--- src/hw/rtl/sitp_pkg.sv ---
// Shared types and constants for the segment intersection core.
`default_nettype none
package sitp_pkg;
    // Width of each crossing coordinate on the result bus.
    localparam int OUT_W = 24;
    // Quotient bits resolved by the divider; one more than OUT_W catches saturation.
    localparam int QB = OUT_W + 1;

    // Sideband that travels with each pair through the pipeline.
    typedef struct packed {
        logic vld;
        logic hit;
        logic pv;
    } side_t;
endpackage
`default_nettype wire

--- src/hw/rtl/sitp_div.sv ---
// Pipelined restoring divider, one quotient bit per stage, with overflow flag.
`default_nettype none
module sitp_div
    import sitp_pkg::*;
#(
    parameter int COORD_BITS = 16,
    parameter int FRAC_BITS  = 8
) (
    input  wire logic                                   aclk,
    input  wire logic                                   aresetn,
    input  wire logic                                   ce,
    input  wire side_t                                  in_side,
    input  wire logic                                   in_neg,
    input  wire logic [3*COORD_BITS+FRAC_BITS+5:0]      n_mag,
    input  wire logic [2*COORD_BITS+2:0]                d_mag,
    output side_t                                       out_side,
    output logic                                        out_neg,
    output logic                                        out_ovf,
    output logic [QB-1:0]                               quo
);
    localparam int DETW = 2 * COORD_BITS + 3;
    localparam int NSW  = 3 * COORD_BITS + FRAC_BITS + 6;
    localparam int RW   = DETW + 1;
    localparam int CMPW = (NSW > DETW) ? NSW : DETW;

    side_t               side_reg [0:QB];
    logic                neg_reg  [0:QB];
    logic                ovf_reg  [0:QB];
    logic [RW-1:0]       rem_reg  [0:QB];
    logic [QB-1:0]       nlo_reg  [0:QB];
    logic [QB-1:0]       q_reg    [0:QB];
    logic [DETW-1:0]     dm_reg   [0:QB];

    // stage 0: overflow test and initial remainder (below the divisor unless overflow is set)
    logic [CMPW-1:0] nhi;

    always_comb begin
        nhi = CMPW'(n_mag >> QB);
    end

    always_ff @(posedge aclk) begin
        if (!aresetn) begin
            side_reg[0].vld <= 1'b0;
        end else if (ce) begin
            side_reg[0].vld <= in_side.vld;
        end
    end

    always_ff @(posedge aclk) begin
        if (ce) begin
            side_reg[0].hit <= in_side.hit;
            side_reg[0].pv  <= in_side.pv;
            neg_reg[0] <= in_neg;
            ovf_reg[0] <= nhi >= CMPW'(d_mag);
            rem_reg[0] <= RW'(n_mag >> QB);
            nlo_reg[0] <= n_mag[QB-1:0];
            q_reg[0]   <= '0;
            dm_reg[0]  <= d_mag;
        end
    end

    for (genvar k = 1; k <= QB; k++) begin : g_step
        logic [RW-1:0] rsh;
        logic          take;

        always_comb begin
            rsh  = {rem_reg[k-1][RW-2:0], nlo_reg[k-1][QB-1]};
            take = rsh >= {1'b0, dm_reg[k-1]};
        end

        always_ff @(posedge aclk) begin
            if (!aresetn) begin
                side_reg[k].vld <= 1'b0;
            end else if (ce) begin
                side_reg[k].vld <= side_reg[k-1].vld;
            end
        end

        always_ff @(posedge aclk) begin
            if (ce) begin
                side_reg[k].hit <= side_reg[k-1].hit;
                side_reg[k].pv  <= side_reg[k-1].pv;
                neg_reg[k] <= neg_reg[k-1];
                ovf_reg[k] <= ovf_reg[k-1];
                rem_reg[k] <= take ? (rsh - {1'b0, dm_reg[k-1]}) : rsh;
                nlo_reg[k] <= nlo_reg[k-1] << 1;
                q_reg[k]   <= {q_reg[k-1][QB-2:0], take};
                dm_reg[k]  <= dm_reg[k-1];
            end
        end
    end

    assign out_side = side_reg[QB];
    assign out_neg  = neg_reg[QB];
    assign out_ovf  = ovf_reg[QB];
    assign quo      = q_reg[QB];
endmodule
`default_nettype wire

--- config.mk ---
export PLATFORM = sky130hd
export DESIGN_NAME = sitp_div
export DESIGN_NICKNAME = d
export VERILOG_FILES = /design/src/hw/rtl/sitp_pkg.sv /design/src/hw/rtl/sitp_div.sv
export SDC_FILE = /design/constraint.sdc
export NUM_CORES = 2
export LEC_CHECK = 0
export ABC_AREA = 0
export BUFFER_PORTS_ARGS = -buffer_cell sky130_fd_sc_hd__buf_4
export CAP_MARGIN = 20
export CORE_MARGIN = 1
export CORE_UTILIZATION = 45
export DETAILED_ROUTE_END_ITERATION = 7
export GPL_ROUTABILITY_DRIVEN = 0
export PLACE_DENSITY_LB_ADDON = 0.12
export SETUP_SLACK_MARGIN = 0.02
export SYNTH_ARGS = -nofsm -noshare
export SYNTH_HDL_FRONTEND = slang
export SYNTH_SLANG_ARGS = --single-unit
--- constraint.sdc ---
create_clock -name aclk -period 4.7 [get_ports aclk]
set_input_delay 0.47 -clock aclk [delete_from_list [all_inputs] [get_ports aclk]]
set_output_delay 0.47 -clock aclk [all_outputs]
set_load 0.05 [all_outputs]
## Word-level counts from Yosys, hierarchy flattened

Memories as Yosys holds them, arrays and structs flattened.
Cells that the tools add are included.

- Register bits: 0
- Latch bits: 0
- Memory bits (writable): 3276
- Bits in read-only memories: 0
- Input port bits: 104
- Output and inout port bits: 30
- Logic and storage cells: 140
- Memories: 7

Memory list:

| name | words | width | read ports | clocked after Yosys merged registers in | wr ports | RTL line | source |
|---|---|---|---|---|---|---|---|
| rem_reg | 26 | 36 | 25 | 0 | 26 | sitp_div.sv:29 | `logic [RW-1:0] rem_reg [0:QB];` |
| dm_reg | 26 | 35 | 25 | 0 | 26 | sitp_div.sv:32 | `logic [DETW-1:0] dm_reg [0:QB];` |
| nlo_reg | 26 | 25 | 25 | 0 | 26 | sitp_div.sv:30 | `logic [QB-1:0] nlo_reg [0:QB];` |
| q_reg | 26 | 25 | 26 | 0 | 26 | sitp_div.sv:31 | `logic [QB-1:0] q_reg [0:QB];` |
| side_reg | 26 | 3 | 26 | 0 | 26 | sitp_div.sv:26 | `side_t side_reg [0:QB];` |
| neg_reg | 26 | 1 | 26 | 0 | 26 | sitp_div.sv:27 | `logic neg_reg [0:QB];` |
| 1 more memories | - | - | - | - | - | - |  |

- Add/subtract/negate cells: 25
- Multipliers: 0
- Div/mod/pow operators: 0
- Order comparisons: 26
- Eq/ne operators: 0
- Shifts and indexed selects: 0
- Mux-type cells: 56
- Bitwise logic cells: 26
- Reduce and logical (&&, ||, !) cells: 0

Operator list:

| kind | number |
|---|---|
| >= comparator 36 x 35 -> 1 bit | 25 |
| two-way mux 36 bit | 25 |
| subtractor 36 x 35 -> 36 bit | 25 |
| >= comparator 37 x 35 -> 1 bit | 1 |
| two-way mux 1 bit | 31 |
| bitwise OR 1 bit | 26 |

## Longest topological paths before layout

- Depth in word-level cells: 4
- Gate-level depth with buffers: 16
- Gate-level depth less buffers: 15

## Worst setup path before layout

Ideal clock, no wire load.

- Kind: reg-to-reg
- From: memory rem_reg[1][253] (netlist name)
- To: memory rem_reg[1][296] (netlist name), data pin
- Library setup time: 0.260 ns
- Data arrival time: 3.631 ns
- Required time: 4.440 ns
- Setup slack: 0.809 ns
- Stages on the path, launching flop included: 15
- Buffers on the path: 2
- Clock period less this slack: 3.891 ns
- Cell sequence: edfxtp_1 -> ha_1 -> nor2b_1 -> o31a_1 -> o311a_1 -> a211o_1 -> a2111oi_4 -> nor2_2 -> a311o_1 -> a21oi_1 -> o21ai_1 -> a211o_1 -> buf_6 -> buf_6 -> mux2_4

RTL lines:

| what | RTL line |
|---|---|
| start, declared | sitp_div.sv:29 |

==> impl_metrics.tcl <==
set metrics [dict create \
    status "finished, final reports clean" \
    r2r_cells 14 \
    yosys_warnings 0 \
    cp_data_arrival_time_ps 5040 \
    detailed_place_hpwl_mm 229.5 \
    finalHoldViolCount 0 \
    synth_enable_flop_cells 2529 \
    reg2reg_to "rem_reg[1][226]$_DFFE_PP_" \
    antenna_found_initial 8 \
    wl_per_cell_um 19.69 \
    htree_levels 5 \
    worstHoldStart "ce" \
    drive_gt1_frac 0.08175 \
    synthToLayoutAreaGrowth_pct 12.79 \
    ir_drop_mv 0.4435 \
    drv_cap 0 \
    setup.reg_to_reg.worst_slack_ps 270 \
    viasPerCell 5.466 \
    required_ps 5310 \
    cts_setup_buffers 0 \
    worstHoldPathCells 1 \
    drv_slew 0 \
    cts_tree "done" \
    drt_pass1_iterations 6 \
    grt_pass1_vias 83800 \
    worst-slew-pin-transition_ps 1114 \
    core_mm2 0.2911 \
    maxSlewHeadroom 0.2573 \
    layout.nets 12550 \
    clkTransAtPathRegs_ps 60 \
    setup_viol_count_final 0 \
    drt_wl_total_mm 308.0 \
    ys_seq_elements 2530 \
    track_usage 0.2050 \
    startpoint "dm_reg[1][175]$_DFFE_PP_" \
    cts_max_path_buffers 4 \
    critPathMaxFanout 30 \
    drc 0 \
    power.total_mw 103.3 \
    start_util 0.4523 \
    crit_path_end_kind "register" \
    cts_buffers 288 \
    synth_nets 12180 \
    n_fill_cell 25230 \
    crit_path_start_kind "register" \
    grt_pass1_wl_mm 473.9 \
    r2r-start "dm_reg[1][175]$_DFFE_PP_" \
    synth_top_flop_cell "edfxtp_1" \
    netlist-cell-type-count 78 \
    final_common_cell "edfxtp_1" \
    final_cell_mix "edfxtp_1 (2529), inv_1 (1090), ha_1 (910), a21oi_1 (907), nand2_1 (868)" \
    clock_skew_ps 58.43 \
    grt_max_degree 162 \
    die_h_um 542.9 \
    async_flop_share 0 \
    root_buffer "clkbuf_16" \
    clock.fmax_ghz 0.2257 \
    grt.overflow.total 0 \
    hold_end "nlo_reg[0][12]$_DFFE_PP_" \
    vias 85510 \
    path_class "register to register" \
    fin_setup_tns_ps 0 \
    ios 134 \
    p_leak_nw 60.17 \
    finalCritPeriodShare 0.9426 \
    clock_latency_ps 910 \
    rows 198 \
    finalCriticalPeriod_ps 4430 \
    hold_class "input pin to register" \
    synth_area_mm2 0.1317 \
    powerDensity_mw_per_mm2 695.4 \
    synth_cells 11140 \
    drtAntennaViolNets 0 \
    fp.dieArea_mm2 0.2947 \
    clock-sinks 2530 \
    numPortBuffers 133 \
    rsz0062_at_grt "false" \
    ys_seq_area_frac 0.5770 \
    first_iter_violations 7017 \
    avgSynthCellArea_um2 11.82 \
    dieWidth_um 542.9 \
]
==> stage by stage <==
step,hold WS (ps),setup WS (ps),instances,cell area (µm²),util
3_3_place_gp,400.3,85.91,15020,138000,0.4741
6_report,84.39,269.7,15640,148500,0.5101
3_5_place_dp,404.5,42.30,15020,138000,0.4741
4_1_cts,63.95,229.0,15640,148500,0.5100
2_1_floorplan,400.3,808.9,11140,131700,-
5_1_grt,96.78,35.78,15640,148500,0.5101
==> cell type report <==
cell class	instances	area [µm²]	share of cell area
clock inverter	169	1949	0.01313
timing repair buffer	363	3428	0.02309
multi-input combinational	7242	50670	0.3412
tap	3900	4880	0.03286
antenna	1	2.502	0.00001685
clock buffer	349	7510	0.05057
sequential	2530	75960	0.5115
inverter	1090	4091	0.02755
==> critical path, stage by stage (launching register included) <==
cell      delay, ps
edfxtp_1        530
ha_1            280
fa_1            410
nor2b_1         180
o31a_1          200
o31ai_1         110
a21oi_1         270
o21ai_0         240
a22oi_1         480
a41oi_1         150
nor2_1          130
o21ai_0         150
a31oi_4         340
buf_12          260
mux2_2          390
==> routing by layer <==
layer,vias to the layer above,GRT usage,wire [µm],share of wire
li1,41760,-,-,-
met1,41170,0.2455,126000,0.41
met2,1951,0.3736,157700,0.51
met3,632,0.02121,11570,0.038
met4,2,0.08373,12740,0.041
met5,-,0,10,0.000032
==> how the worst max path moves through the flow <==
stage	end	cells past startpoint	slack, ps
floorplan	rem_reg[1][296]$_DFFE_PP_	14	810
global placement	rem_reg[0][541]$_DFFE_PP_	14	90
detailed placement	rem_reg[0][541]$_DFFE_PP_	14	40
CTS	rem_reg[0][541]$_DFFE_PP_	14	230
global route	rem_reg[0][542]$_DFFE_PP_	15	40
finish	rem_reg[1][226]$_DFFE_PP_	14	270
==> logic make-up (layout without fill, tap and decap cells) <==
logic type,count (synthesis),in the layout,share of synthesized area
mux,240,240,0.02114
simple gates,2369,2369,0.08468
compound gates,2976,2976,0.1396
flops,2530,2530,0.5770
buf+inv,1368,1971,0.03933
xor+xnor,723,723,0.04810
other cells,0,1,0
fa+ha+maj,934,934,0.09013
==> report_power, final <==
group          internal [mW]  total [mW]  leakage, nW  switching [mW]
clock network           13.2        22.4         4.55            9.24
registers               32.8        36.6         24.8            3.86
logic                   19.0        44.2         30.8            25.2
total                   65.0         103         60.2            38.2
==> timing repair <==
item / CTS / global route
gates cloned: 0 / 0
endpoints found under the setup margin: 1 / 2
endpoints found under the hold margin: 100 / 0
hold buffers: 100 / 0
gates resized for setup: 1 / 2
==> Yosys cell counts (all sizes together) (15+ instances only) <==
master / number / area share
fa: 24 / 0.0036
o2111ai: 20 / 0.0013
nand2b: 114 / 0.0054
o21ai: 783 / 0.030
a211oi: 59 / 0.0034
a31oi: 117 / 0.0056
nor2: 547 / 0.016
nor3: 108 / 0.0041
a211o: 28 / 0.0019
xor2: 309 / 0.021
clkbuf: 240 / 0.0068
a2111oi: 18 / 0.0013
mux2i: 17 / 0.0013
and3: 87 / 0.0041
nor2b: 141 / 0.0067
and4: 29 / 0.0019
o31ai: 72 / 0.0041
o21bai: 86 / 0.0049
nor3b: 17 / 0.00097
a221oi: 18 / 0.0012
a21boi: 26 / 0.0015
and2: 36 / 0.0017
a41oi: 19 / 0.0013
or3: 31 / 0.0015
o41ai: 18 / 0.0012
nand2: 868 / 0.025
nand4: 152 / 0.0072
a21o: 500 / 0.029
ha: 910 / 0.086
nor4: 36 / 0.0017
nand3: 145 / 0.0055
o31a: 21 / 0.0014
or2: 15 / 0.00071
o211ai: 35 / 0.0020
a221o: 16 / 0.0012
a31o: 23 / 0.0015
edfxtp: 2529 / 0.58
mux2: 223 / 0.020
xnor2: 414 / 0.028
buf: 38 / 0.0014
inv: 1090 / 0.031
o21a: 113 / 0.0064
a21oi: 909 / 0.035
Note: power is estimated with default switching activity, not from simulation.
